`config.mk`:
```
export PLATFORM = sky130hd
export DESIGN_NAME = skiu_ram
export DESIGN_NICKNAME = d
export VERILOG_FILES = /design/src/rtl/scalar_keyframe_interpolator_unit_defines.svh /design/src/rtl/skiu_ram.sv
export SDC_FILE = /design/constraint.sdc
export NUM_CORES = 2
export LEC_CHECK = 0
export ABC_AREA = 1
export BUFFER_PORTS_ARGS = -buffer_cell sky130_fd_sc_hd__buf_4
export CAP_MARGIN = 20
export CORE_MARGIN = 3
export CORE_UTILIZATION = 40
export DETAILED_ROUTE_END_ITERATION = 10
export PLACE_DENSITY = 0.57
export SYNTH_ARGS = -nofsm -noshare
export SYNTH_HDL_FRONTEND = slang
export SYNTH_SLANG_ARGS = --single-unit
export TNS_END_PERCENT = 50
```
`constraint.sdc`:
```
create_clock -name clk -period 17.3 [get_ports clk]
set_input_delay 0.865 -clock clk [delete_from_list [all_inputs] [get_ports clk]]
set_output_delay 0.865 -clock clk [all_outputs]
set_load 0.005 [all_outputs]
```
`src/rtl/scalar_keyframe_interpolator_unit_defines.svh`:
```
// Assertion macros shared by the keyframe interpolator RTL.
// Plain text header; no dependencies. Expects clk and rst_n in scope.
`ifndef SCALAR_KEYFRAME_INTERPOLATOR_UNIT_DEFINES_SVH
`define SCALAR_KEYFRAME_INTERPOLATOR_UNIT_DEFINES_SVH

// same-cycle implication
`define SKIU_ASSERT_IMP(lbl, ante, cons, msg) \
    lbl: assert property (@(posedge clk) disable iff (!rst_n) (ante) |-> (cons)) \
        else $error(msg);

// next-cycle implication
`define SKIU_ASSERT_NXT(lbl, ante, cons, msg) \
    lbl: assert property (@(posedge clk) disable iff (!rst_n) (ante) |=> (cons)) \
        else $error(msg);

`endif

```
`src/rtl/skiu_ram.sv`:
```
// Generic single-port-write, single-port-read RAM with registered read.
// No dependencies.
module skiu_ram #(
    parameter int WIDTH = 64,
    parameter int DEPTH = 64
) (
    input  logic                     clk,
    input  logic                     we,
    input  logic [$clog2(DEPTH)-1:0] waddr,
    input  logic [WIDTH-1:0]         wdata,
    input  logic                     re,
    input  logic [$clog2(DEPTH)-1:0] raddr,
    output logic [WIDTH-1:0]         rdata
);
    logic [WIDTH-1:0] mem [DEPTH];
    logic [WIDTH-1:0] rdata_reg;

    always_ff @(posedge clk)
    begin
        if (we)
        begin
            mem[waddr] <= wdata;
        end
        if (re)
        begin
            rdata_reg <= mem[raddr];
        end
    end

    assign rdata = rdata_reg;
endmodule

```
Word level (Yosys, flattened, before mapping)
Memory sizes are Yosys's and may differ from the RTL's. A register that Yosys moved wholly into a read port is not among the register bits.
Index checks and enable logic that the tools add are counted.
{ "op_classes": {"mux": 2} }
{ "op_table": {"columns": ["op", "count"], "rows": [
  ["$mux 1", 2]
]} }
{ "totals": {"ff_bits": 0, "inputBits": 79, "ram_bits": 4096, "word_cells": 3, "n_memories": 1, "out_inout_bits": 64} }
{ "mem_list": {"columns": ["name", "depth", "word_bits", "rd", "rd_clocked_by_memory_dff", "wr", "line_no", "source"], "rows": [
  ["mem", 64, 64, 1, 1, 1, "skiu_ram.sv:15", "logic [WIDTH-1:0] mem [DEPTH];"]
]} }

Logic depth before layout (Yosys ltp)
{ "logic_depth": {"word_depth": 2, "mapped_depth": 13} }

Least setup slack after synthesis
No wires, ideal clock.
{ "synth_path": {"kind": "input-to-reg", "start": "in we", "end": "mem mem[48][0], enable pin", "t_arrival_ns": 7.501, "setup_ns": 0.646, "required_ns": 16.654, "slack_ns": 9.153, "path_stages": 3, "path_cell_list": "clkbuf_1 -> nand4_1 -> nor4_1"} }
{ "synth_between": {"elab_chain_len": 2} }
{ "synth_rtl": {"columns": ["element", "line_no", "source"], "rows": [
  ["start, declared", "skiu_ram.sv:8", "input logic we,"],
  ["$mux 1", "skiu_ram.sv:20", "if (we)"],
  ["$mux 1 (not written as such)", "skiu_ram.sv:22", "mem[waddr] <= wdata;"],
  ["end, declared", "skiu_ram.sv:15", null]
]} }
No other way between the ends.

==> metrics <==
WHS Endpoint mem[38][39]$_DFFE_PP_; critical path's slowest cell buf_4; count of cell types in the netlist 15; Max Cap Violations 0; R2R Path Start mem[53][18]$_DFFE_PP_; Vias/cell 5.69; Reg-to-Reg End rdata[18]$_DFFE_PP_; die height around 650 um; flops & latches, synth ~4.2k; final WL 536 mm; GRT Util Overall 0.247; Std-Cell Rows 235; Rel. slew slack 0.173; multi-input logic area 36600 sq um; worst path required time 18.11 ns; Critical Path End Type flip-flop; drc violations 0; clock network fraction of total power 0.410; Critical path origin raddr[0]; Sink Count between 4k and 5k; Worst-Margin Slew 1.24 ns; max reg flops 4096; Die Width 650 um; sequential fraction of the synthesis area 0.753; Final Setup Violations 0; vias in the first global route 100k; Final #Nets 13.4k; GRT overflow 0; CP Cell Sequence buf_16 > buf_4 > buf_12 > buf_4 > buf_4 > buf_4 > nand2_1 > nand3_1 > nand3_1 > nand3_1 > nand3_1 > nand2_1 > nand2_1 > nand2_1; first-pass GRT wire length 760 mm; Worst-path clk slew 0.06 ns; Port-buffer cells 142; Die Area 423000 sq um; top cell type's share of synthesized area 0.753; core area 411000 sq um; Mapped Nets ~13k; worst-case clock buffer depth 4; TritonRoute pass-1 iters 6; sequential share of power 0.533; CP Buf/Inv Count 6; largest net degree at the start of global routing 233; DR WL/cell 28.0 um; synthesized area per cell 12.4 sq um; min Tclk post-route 5.07 ns; CP top delay family buffers and inverters; Layout Skew 0.0463 ns; CP Class primary input to flip-flop; RSZ-0062 raised after global routing false; sw frac 0.226; Cell Pwr Density ~110 nW/um^2; CTS Hold Bufs 0; Comb power frac 0.057; CTS resizes 0; Pint 16300 uW; leading cell type in the layout, fill and taps excluded nand2_1; post-route ant nets 0; Synth area leaders edfxtp_1 75%, nand3_1 12%, nand2_1 10%; crit-path max cell delay 0.81 ns; initial core utilization 0.403; outcome finished, final reports clean; commonest cells after routing, fill and taps aside 4416 x nand2_1, 4160 x edfxtp_1, 3847 x nand3_1; yosys warns 0; Area Growth Syn to Fin 11.2%; Final Cycle Share 0.293; fmax 197 MHz; WHS 0.406 ns; Placer Congestion 0.782; CTS tree yes; share of cells above drive strength 1 0.0753; NetSw 4760 uW; critical path data arrival time 5.88 ns; Lkg Pwr 0.0639 uW; final-report hold violation count 0; Skew-Pair Late Insertion Delay 0.98 ns; FF-to-FF setup slack 15.39 ns; fill cell count between 30k and 40k; crit path max fanout 157; Root Buffer clkbuf_16; Setup crit start kind primary input; worst hold stages 1; VDD IR max 0.0811 mV; pins over their slew limit 0; Synth area leader edfxtp_1; number of buffers created by CTS 418; setup tns final 0 ns; antenna violations before repair 36; Final HPWL DP 268 mm; Hold Startpoint wdata[39]; synthesized area 166000 sq um; 1st-iter DRT viols ~13k; CTS H-tree depth 5; via count 109k; Worst Reg-to-Reg Cells 8; number of top-level pins between 100 and 150; type of the most critical hold path primary input to flip-flop; Mapped Cells 13.4k; register area 125000 sq um; Setup Buffers After CTS 0
[synth_stat cells]
cell type	n
inv_2	2
edfxtp_1	4160
buf_2	501
nand2_1	4416
nor4_1	8
nor2_1	56
nand3_1	3847
buf_4	134
clkbuf_1	147
inv_1	8
inv_4	2
buf_8	3
nand4_1	9
buf_1	72
buf_6	40
[final cells by class]
cell class | instances | share of cell area
diodes | 12 | 0.000163
inverters | 12 | 0.000569
multi-input cells | 8336 | 0.198
clock buffers | 519 | 0.0600
repair buffers | 405 | 0.0181
well taps | 5451 | 0.0370
flip-flops and latches | 4160 | 0.677
clock inverters | 224 | 0.00898
[through the flow]
| step | power (uW) | cells | setup slack [ns] | area [sq um] | utilization |
|---|---|---|---|---|---|
| 2_1_floorplan | 12100 | 13405 | 9.15 | 166000 | - |
| 5_1_grt | 21700 | 19114 | 11.89 | 185000 | 0.449 |
| 6_report | 21000 | 19119 | 12.23 | 185000 | 0.449 |
| 3_5_place_dp | 12600 | 18363 | 11.37 | 172000 | 0.418 |
| 3_3_place_gp | 12600 | 18359 | 11.36 | 172000 | 0.417 |
| 4_1_cts | 21200 | 19106 | 12.40 | 185000 | 0.449 |
[power groups by stage]
| stage | Combinational [uW] | Clock (uW) | Sequential (uW) |
|---|---|---|---|
| 6_report | 1200 | 8630 | 11200 |
| 5_1_grt | 1310 | 9140 | 11200 |
| 4_1_cts | 1200 | 8740 | 11200 |
| 3_5_place_dp | 1190 | 0 | 11400 |
| 3_3_place_gp | 1190 | 0 | 11400 |
| 2_1_floorplan | 689 | 0 | 11400 |
[logic make-up (layout without fill, tap and decap cells)]
logic type	Yosys count	count (layout)	synth area share
simple gates	8336	8336	0.218
buf+inv	909	1160	0.0294
other cells	0	12	0
flops	4160	4160	0.753
[how the worst max path moves through the flow]
stage	end	slack [ns]	cells past startpoint
finish	rdata[44]$_DFFE_PP_	12.23	14
global route	rdata[40]$_DFFE_PP_	11.89	14
floorplan	mem[48][0]$_DFFE_PP_	9.15	3
global placement	rdata[48]$_DFFE_PP_	11.36	14
detailed placement	rdata[48]$_DFFE_PP_	11.37	14
CTS	rdata[48]$_DFFE_PP_	12.40	14
[layer usage]
layer	GRT usage	vias to the layer above	share of wire
li1	-	47785	-
met1	0.347	54786	0.41
met2	0.389	5199	0.46
met3	0.0406	940	0.089
met4	0.0850	20	0.037
met5	0	-	0.00023
(Power assumes the default switching activity.)
