--- config.mk ---
export PLATFORM = sky130hd
export DESIGN_NAME = skiu_div
export DESIGN_NICKNAME = d
export VERILOG_FILES = /design/src/rtl/scalar_keyframe_interpolator_unit_defines.svh /design/src/rtl/skiu_pkg.sv /design/src/rtl/skiu_div.sv
export SDC_FILE = /design/constraint.sdc
export NUM_CORES = 1
export LEC_CHECK = 0
export BUFFER_PORTS_ARGS = -buffer_cell sky130_fd_sc_hd__buf_2
export CAP_MARGIN = 20
export CORE_UTILIZATION = 60
export DETAILED_ROUTE_END_ITERATION = 8
export PLACE_DENSITY = 0.84
export RECOVER_POWER = 25
export SYNTH_ARGS = -nofsm -noshare
export SYNTH_HDL_FRONTEND = slang
export SYNTH_SLANG_ARGS = --single-unit
--- constraint.sdc ---
create_clock -name clk -period 5.9 [get_ports clk]
set_input_delay 1.18 -clock clk [delete_from_list [all_inputs] [get_ports clk]]
set_output_delay 1.18 -clock clk [all_outputs]
set_load 0.01 [all_outputs]
--- src/rtl/scalar_keyframe_interpolator_unit_defines.svh ---
// Assertion macros shared by the keyframe interpolator RTL.
// Plain text header; no dependencies. Expects clk and rst_n in scope.
`ifndef SCALAR_KEYFRAME_INTERPOLATOR_UNIT_DEFINES_SVH
`define SCALAR_KEYFRAME_INTERPOLATOR_UNIT_DEFINES_SVH

// same-cycle implication
`define SKIU_ASSERT_IMP(lbl, ante, cons, msg) \
    lbl: assert property (@(posedge clk) disable iff (!rst_n) (ante) |-> (cons)) \
        else $error(msg);

// next-cycle implication
`define SKIU_ASSERT_NXT(lbl, ante, cons, msg) \
    lbl: assert property (@(posedge clk) disable iff (!rst_n) (ante) |=> (cons)) \
        else $error(msg);

`endif

--- src/rtl/skiu_pkg.sv ---
// Shared widths and codes for the scalar keyframe interpolator.
// No dependencies.
package skiu_pkg;

    localparam int TIME_W  = 32;
    localparam int VALUE_W = 32;
    localparam int REQ_W   = 2;
    localparam int STAT_W  = 2;
    localparam int CNT_W   = 7;
    localparam int FRAC_W  = 16;

    typedef logic [REQ_W-1:0]  req_code_t;
    typedef logic [STAT_W-1:0] status_t;

    // request codes
    localparam req_code_t REQ_APPEND = 2'd0;
    localparam req_code_t REQ_CLEAR  = 2'd1;
    localparam req_code_t REQ_SAMPLE = 2'd2;

    // status codes
    localparam status_t ST_OK    = 2'd0;
    localparam status_t ST_EMPTY = 2'd1;
    localparam status_t ST_ORDER = 2'd2;
    localparam status_t ST_FULL  = 2'd3;

endpackage

--- src/rtl/skiu_div.sv ---
// Restoring divider for the Q0.16 interpolation fraction, one bit a cycle.
// Requires num < den. Depends on skiu_pkg.
module skiu_div (
    input  logic                           clk,
    input  logic                           rst_n,
    input  logic                           start,
    input  logic [skiu_pkg::TIME_W-1:0]    num,
    input  logic [skiu_pkg::TIME_W-1:0]    den,
    output logic                           done,
    output logic [skiu_pkg::FRAC_W-1:0]    quot
);
    localparam int TW  = skiu_pkg::TIME_W;
    localparam int QW  = skiu_pkg::FRAC_W;
    localparam int SW  = $clog2(QW + 1);

    logic          busy_reg, busy_next;
    logic          done_reg, done_next;
    logic [SW-1:0] step_reg, step_next;
    logic [TW-1:0] rem_reg, rem_next;
    logic [TW-1:0] den_reg, den_next;
    logic [QW-1:0] quot_reg, quot_next;
    logic [TW:0]   shifted;
    logic [TW:0]   diff;
    logic          fits;

    // one trial subtraction per cycle
    always_comb
    begin
        shifted   = {rem_reg, 1'b0};
        diff      = shifted - {1'b0, den_reg};
        fits      = (shifted >= {1'b0, den_reg});
        busy_next = busy_reg;
        done_next = 1'b0;
        step_next = step_reg;
        rem_next  = rem_reg;
        den_next  = den_reg;
        quot_next = quot_reg;
        if (start)
        begin
            busy_next = 1'b1;
            step_next = SW'(QW);
            rem_next  = num;
            den_next  = den;
            quot_next = '0;
        end
        else if (busy_reg)
        begin
            rem_next  = fits ? diff[TW-1:0] : shifted[TW-1:0];
            quot_next = {quot_reg[QW-2:0], fits};
            step_next = step_reg - SW'(1);
            if (step_reg == SW'(1))
            begin
                busy_next = 1'b0;
                done_next = 1'b1;
            end
        end
    end

    always_ff @(posedge clk or negedge rst_n)
    begin
        if (!rst_n)
        begin
            busy_reg <= 1'b0;
            done_reg <= 1'b0;
            step_reg <= '0;
        end
        else
        begin
            busy_reg <= busy_next;
            done_reg <= done_next;
            step_reg <= step_next;
        end
    end

    always_ff @(posedge clk)
    begin
        rem_reg  <= rem_next;
        den_reg  <= den_next;
        quot_reg <= quot_next;
    end

    assign done = done_reg;
    assign quot = quot_reg;
endmodule

# Word-level counts from Yosys, hierarchy flattened
# Index checks and enable logic that the tools add are counted.
[totals] regBits=87 inputBits=67 elab_cells=22
[classes] n_addsub=2 magnitude_cmp=1 n_eq_ne=1 muxes=11 n_reduce_logical=1
[op_table] operator="$mux W32" n=3
[op_table] operator="$ge A33 B32 Y1" n=1
[op_table] operator="$sub A32 B32 Y32" n=1
[op_table] operator="$mux W5" n=2
[op_table] operator="$mux W1" n=6
[op_table] operator="$eq A5 B1 Y1 const B" n=1
[op_table] operator="$sub A5 B1 Y5 const B" n=1
[op_table] operator="$reduce_bool A2 Y1" n=1

# Logic depth before layout (Yosys ltp)
# Gate-level depths: netlist of the first run.
[depth] word_depth=4 depth_mapped=13

# Least setup slack after synthesis of the first run
# OpenSTA, ideal clock, no wires.
[synth_timing] kind="register to register" from="reg rem_reg[10]" to="reg rem_reg[1] (data pin)" arrival_ps=2726 t_required_ps=5640 setup_slack_ps=2914 stages_incl_launch_ff=12 n_path_buf=2 period_less_slack_ps=2986 path_cell_list="edfxtp_1 > ha_1 > buf_2 > nand4_1 > or4_4 > a211o_1 > nor4b_4 > nor4_4 > or2_4 > buf_6 > a21oi_2 > mux2_4"
[synth_between] elab_chain_len=4
[synth_lines] item="start, declared" line="skiu_div.sv:19" rtl="logic [TW-1:0] rem_reg, rem_next;"
[synth_lines] item="start signal, assigned" line="skiu_div.sv:77" rtl="rem_reg <= rem_next;"
[synth_lines] item="$ge A33 B32 Y1" line="skiu_div.sv:31" rtl="fits = (shifted >= {1'b0, den_reg});"
[synth_lines] item="$mux W32" line="skiu_div.sv:48" rtl="rem_next = fits ? diff[TW-1:0] : shifted[TW-1:0];"
[synth_lines] item="$mux W32" line="skiu_div.sv:46" rtl="else if (busy_reg)"
[synth_lines] item="$mux W32" line="skiu_div.sv:38" rtl="if (start)"
[synth_lines] item="named net rem_next[1]" line="skiu_div.sv:19"
# The timed path passes the listed nets, and every way through them passes these cells. The select of a mux whose other input is x is not followed.
# A chain may end at the register's enable or synchronous reset.

# Final worst setup path of the first run
[layout_timing] from="in start" to="reg rem_reg[30] (data pin)"
[layout_between] elab_chain_len=1
[layout_lines] item="start, declared" line="skiu_div.sv:6" rtl="input logic start,"
[layout_lines] item="$mux W32" line="skiu_div.sv:38"
[layout_lines] item="named net rem_next[30]" line="skiu_div.sv:19"
# The timed path passes the listed nets, and every way through them passes these cells.

==> results.ini, run 1 <==
[clocking]
clk_pin_slew_worst_paths_ns=0.10
cts_resized=0
cts_tree=done
holdBufCountCts=0
cts_buffer_depth=2
htree_levels=3
cts_made_buffers=9
clock_latency_ns=0.37
cts-root-buf=clkbuf_8
cts_setup_buffers=0
clock_sinks=87

[outcome]
violations=max-capacitance violations, max-slew violations
outcome=complete, but fails checks

[power_and_ir_drop]
p_per_area_mw_per_mm2=497
power_leakage_uw=0.00280
peakVddDrop_mv=0.204

[timing]
setup_violations=0
fin_crit_ns=3.65
slew_headroom_pct=-43.8
fmax_mhz=274
fin_crit_sh_pct=61.9
worst_pin_slew_ns=2.16
fin_setup_tns_ns=0
slew_viol_final=45
grt_setup_unrepaired=false
fin_skew_ns=0.0108
finalHoldViolations=0

[global_routing]
grt_pass1_vias=4408
grtUsageTotal_pct=26.2
grt_pass1_wl_um=20000
antenna_found_initial=0
grt_start_max_net_pins=50
grt_overflow_total=0

[synthesis]
ys_seq_area_share_pct=44.6
syn-cell-area_mm2=0.00542
synthArstFlopShare_pct=8.05
synth_most_common_cell=nand2_1
synth_top_area_share_pct=35.5
yosysUniqueCellTypes=64
yosys-top-cells-area=edfxtp_1, ha_1, dfxtp_1
netlist_instances=559
avgSynthCellArea_um2=9.70
synth_top_cells_by_count=nand2_1, edfxtp_1, nor2_1, inv_1, a21oi_1
synth_edf_count=64
yosysWarnings=0
synthFlopType=edfxtp_1
yosys.area.top_type=edfxtp_1
synth_nets=661
ys_ff_latch=87

[route]
dr.pass1.iters=5
drt_drc_violations_left=0
wire_per_inst_um=16.0
drt_wl_total_um=11900
top_layer=met4
wl_met2_um=5670
vias=4412
vias_per_cell=5.94
wl_met3_um=665
ant_nets=0
first_iter_violations=258
wl_met1_um=5300

[cells_and_area]
fill_cells=640
n_antenna_cell=0
multi_input_area_mm2=0.00271
area_delta_synth_final_pct=11.5
regArea_mm2=0.00242
nNetsFinal=732
drive_gt1_share_pct=18.1
final_util_pct=69.3

[floorplanning]
rows=34
core_mm2=0.00872
die_area_mm2=0.00942
floorplan.initialDensity_pct=62.2
die_w_um=97.0
io_pins=84
fp.dieH_um=97.0

[placed_design]
routabilityCongestion=0.891
dp_hpwl_um=8380
port_buffers=83

[worst_setup_path]
required_ns=6.09
worst_setup_path_start_kind=input pin
crit_fanout=44
cp.arrival_ns=3.84
path_class=in2reg
crit_path_end_kind=register

[min_path]
min_path_type=reg2reg

[flow_run]
drv_cap=1

==> layout make-up <==
| class | instances | area share, % |
|---|---|---|
| Multi-Input combinational cell | 405 | 44.8 |
| Clock buffer | 9 | 2.05 |
| Inverter | 41 | 2.55 |
| Clock inverter | 7 | 1.18 |
| Timing Repair Buffer | 86 | 7.20 |
| Tap cell | 108 | 2.24 |
| Sequential cell | 87 | 40.0 |
==> worst paths after layout <==
kind                             startpoint  slack [ns]  cells after the start           to
worst max-delay path                  start        2.25                      5  rem_reg[30]
worst min-delay path               quot[15]        0.52                      2     quot[15]
worst max register to register  rem_reg[18]        2.36                     10   rem_reg[5]
worst min register to register     quot[15]        0.52                      2     quot[15]
max in group asynchronous             rst_n        4.95                      1         done
min in group asynchronous             rst_n        0.68                      1  step_reg[4]
==> where the power goes <==
group / switching [µW] / internal [µW]
Sequential: 98.4 / 850
Clock: 254 / 168
Combinational: 970 / 663
==> routing by layer <==
layer  vias up  track usage (%)
met5         -                0
met4         0             11.5
met3        25             4.91
met2       158             43.3
met1      2061             33.6
li1       2168                -
==> layout by cell type, fill, tap and decap left out, types with 5 or more instances in the layout <==
master     instances
nand3_1            7
dfrtp_1            7
and3_1             6
clkbuf_8           9
a21oi_1           35
dfxtp_1           16
a211oi_1          11
a31oi_1           20
and2_1             5
nor2b_1            5
nor2_1            48
inv_1             41
o211ai_1           7
edfxtp_1          64
o21a_1             5
buf_2             81
a2bb2oi_1          6
nand2b_1           6
mux2i_1           17
xnor2_1           15
nor3_1            13
a21o_1            17
ha_1              34
nand2_1           66
o21ai_0           14
xor2_1            12
==> metrics by stage <==
step | hold WS [ns] | cell area (µm²) | instances | power, µW | worst slack [ns]
after CTS | 0.526 | 6050 | 743 | 2980 | 2.44
after global placement | 0.472 | 5850 | 727 | 2480 | 2.55
final | 0.519 | 6040 | 743 | 3000 | 2.25
after floorplan | 0.481 | 5420 | 559 | 2240 | 2.91
after detailed placement | 0.501 | 5850 | 727 | 2540 | 2.47
after global routing | 0.547 | 6040 | 743 | 3220 | 2.02
==> kinds of logic after synthesis <==
family / after synthesis / synth area share (%)
and+or+nand+nor: 181 / 16.2
AOI/OAI and AO/OA: 144 / 17.7
DFF: 87 / 44.6
buffers and inverters: 67 / 5.47
adders and majority gates: 35 / 8.22
xor gates and xnor gates: 27 / 4.36
muxes: 18 / 3.42
==> critical path, cell delays in order <==
cell      delay (ns)
clkbuf_1        1.51
buf_4           0.57
nor3_1          0.13
and3_1          0.21
nor4_1          0.23
Power figures use the tool's default switching activity.
==> run 2, diff against run 1 <==
- CORE_UTILIZATION: 60 -> 58
- PLACE_DENSITY: 0.84 -> 0.81
- clock period: 5.9 -> 3.4 ns (I/O delays scaled with it)
==> run 2 against run 1 <==
  * The flow now finishes without violations
  * Critical endpoint is now rem_reg[13]
  * Largest power group unchanged
  * Sequential power increased by 74%
  * Via count increased by 3.3%
  * Worst hold slack got worse by 0.34 ns
  * Critical path type is now reg2reg
==> results.ini, run 2 (same netlist as run 1, synthesis figures left out) <==
[timing]
slew_headroom_pct=42.8  ; was -43.8%
finalHoldViolations=0  ; unchanged
setup_violations=0  ; unchanged
slew_viol_final=0  ; was 45
fin_skew_ns=0.0170  ; was 0.0108 ns
fin_crit_ns=3.34
grt_setup_unrepaired=true  ; was false
fin_crit_sh_pct=98.3
fmax_mhz=299
worst_pin_slew_ns=0.857  ; was 2.16 ns

[worst_setup_path]
reg2reg_from=rem_reg[3]  ; was rem_reg[18]
path_class=reg2reg  ; was in2reg
max_stage_delay_ns=0.44  ; was 1.51 ns
critPathSlowestCell=edfxtp_1  ; was clkbuf_1
reg2reg_slack_ns=0.06  ; was 2.36 ns
path_cells=ha_1 -> a21o_1 -> a211oi_1 -> a211o_1 -> nor4b_4 -> nor4_4 -> buf_4 -> or2_2 -> buf_4 -> o21ai_0 -> a21oi_1  ; was clkbuf_1 -> buf_4 -> nor3_1 -> and3_1 -> nor4_1
reg2reg_depth=11  ; was 10
worst_setup_path_start_kind=register  ; was input pin
crit_family=compound AO/OA/AOI/OAI gates  ; was buffers and inverters
cp.arrival_ns=3.45  ; was 3.84 ns
required_ns=3.51  ; was 6.09 ns
crit_path_end_kind=register  ; unchanged
cp_common_cell=buf_4
regToRegEndpoint=rem_reg[13]  ; was rem_reg[5]
crit_fanout=6  ; was 44
path_buf_inv=2  ; unchanged

[route]
first_iter_violations=286  ; was 258
vias=4556  ; was 4412
drt_drc_violations_left=0  ; unchanged
vias_per_cell=5.97  ; was 5.94
wire_per_inst_um=16.5  ; was 16.0 µm
dr.pass1.iters=5  ; unchanged
ant_nets=0  ; unchanged
drt_wl_total_um=12600  ; was 11900 µm

[cells_and_area]
final_cell_count_no_fill=763  ; was 743
layout_commonest_cell=buf_2  ; unchanged
nNetsFinal=752  ; was 732
n_antenna_cell=0  ; unchanged
drive_gt1_share_pct=21.5  ; was 18.1%
area_delta_synth_final_pct=15.5  ; was 11.5%
fin_area_mm2=0.00626  ; was 0.00604 mm²
final_util_pct=70.4  ; was 69.3%
fill_cells=685  ; was 640
final_cell_mix=buf_2, nand2_1, edfxtp_1  ; unchanged

[flow_run]
drv_cap=0  ; was 1

[clocking]
htree_levels=3  ; unchanged
clock_sinks=87  ; unchanged
clk_pin_slew_worst_paths_ns=0.10  ; about the same
cts_buffer_depth=2  ; unchanged
cts_tree=done  ; unchanged
cts_made_buffers=9  ; unchanged
holdBufCountCts=0  ; unchanged
clock_latency_ns=0.37  ; about the same
cts-root-buf=clkbuf_8  ; unchanged

[power_and_ir_drop]
combPwrFrac_pct=56.3  ; was 54.4%
p_total_uw=5490  ; was 3000 µW
power_leakage_uw=0.00290  ; was 0.00280 µW
cell_internal_pwr_uw=3130  ; was 1680 µW
pwr-share-seq_pct=30.1  ; was 31.6%
switching_share_pct=43.0  ; was 44.0%
power.net_switching_uw=2360  ; was 1320 µW
power_frac_clock_pct=13.6  ; was 14.1%
peakVddDrop_mv=0.592  ; was 0.204 mV
p_per_area_mw_per_mm2=877  ; was 497 mW/mm²

[floorplanning]
rows=34  ; unchanged
die_area_mm2=0.00974  ; was 0.00942 mm²
die_w_um=98.7  ; was 97.0 µm
floorplan.initialDensity_pct=61.0  ; was 62.2%
fp.dieH_um=98.7  ; was 97.0 µm
io_pins=84  ; unchanged
core_mm2=0.00889  ; was 0.00872 mm²

[placed_design]
dp_hpwl_um=8750  ; was 8380 µm
dpl.cell_count=739  ; was 727
routabilityCongestion=0.936  ; was 0.891
port_buffers=83  ; unchanged
dpl_cell_area_mm2=0.00595  ; was 0.00585 mm²

[global_routing]
grt_pass1_vias=4422  ; was 4408
grt_overflow_total=0  ; unchanged
grtUsageTotal_pct=26.5  ; was 26.2%
grt_pass1_wl_um=20500  ; was 20000 µm
antenna_found_initial=0  ; unchanged
grt_start_max_net_pins=34  ; was 50

[outcome]
outcome=finished clean  ; was complete, but fails checks

[min_path]
min_path_type=in2async  ; was reg2reg

run 2: cell count changes in the layout (fill, tap and decap cells not counted), moves of 2 or more:
| cell | change |
|---|---|
| or2_2 | +2 |
| ha_4 | +3 |
| ha_2 | +2 |
| buf_4 | +17 |
| clkinv_4 | -2 |
| ha_1 | -5 |
run 2: area by class of cell:
type / count / area [µm²] / share of cell area (%)
clock buffer: 10 / 149 / 2.38
timing repair buffer: 104 / 583 / 9.31
multi-input combinational: 407 / 2770 / 44.2
tap: 108 / 135 / 2.16
inverter: 41 / 154 / 2.46
sequential: 87 / 2420 / 38.6
clock inverter: 6 / 53.8 / 0.859
run 2: per-layer routing:
layer,up-vias,global-route usage [%],wire length (µm)
met5,-,0,0
met4,0,8.84,196
met3,19,6.24,875
met2,199,44.5,5960
met1,2139,34.0,5570
li1,2199,-,-
run 2: power groups by stage:
| stage | clock network (µW) | logic, µW | registers (µW) |
|---|---|---|---|
| 2_1_floorplan | 0 | 2280 | 1610 |
| 3_3_place_gp | 0 | 2790 | 1640 |
| 3_5_place_dp | 0 | 2840 | 1650 |
| 4_1_cts | 760 | 2900 | 1640 |
| 5_1_grt | 798 | 3420 | 1680 |
| 6_report | 747 | 3090 | 1650 |
run 2: per-stage QoR:
step	hold slack [ns]	setup slack (ns)	setup TNS, ns
2_1_floorplan	0.384	0.414	0
3_3_place_gp	0.473	0.158	0
3_5_place_dp	0.478	0.0327	0
4_1_cts	0.105	0.0143	0
5_1_grt	0.186	-0.0253	-0.0678
6_report	0.182	0.0570	0
run 2: how the worst max path moves through the flow:
| stage | startpoint | depth (start not counted) | to |
|---|---|---|---|
| after floorplan | rem_reg[10] | 11 | rem_reg[1] |
| after global placement | rem_reg[18] | 10 | rem_reg[12] |
| after detailed placement | rem_reg[18] | 10 | rem_reg[5] |
| after CTS | rem_reg[18] | 10 | rem_reg[11] |
| after global routing | rem_reg[3] | 11 | rem_reg[13] |
| final | rem_reg[3] | 11 | rem_reg[13] |
run 2: repair_timing:
action,in CTS,in global routing
pin swaps,1,4
setup buffers,0,6
cloned,1,1
setup endpoints to repair,1,27
resized for setup,0,8
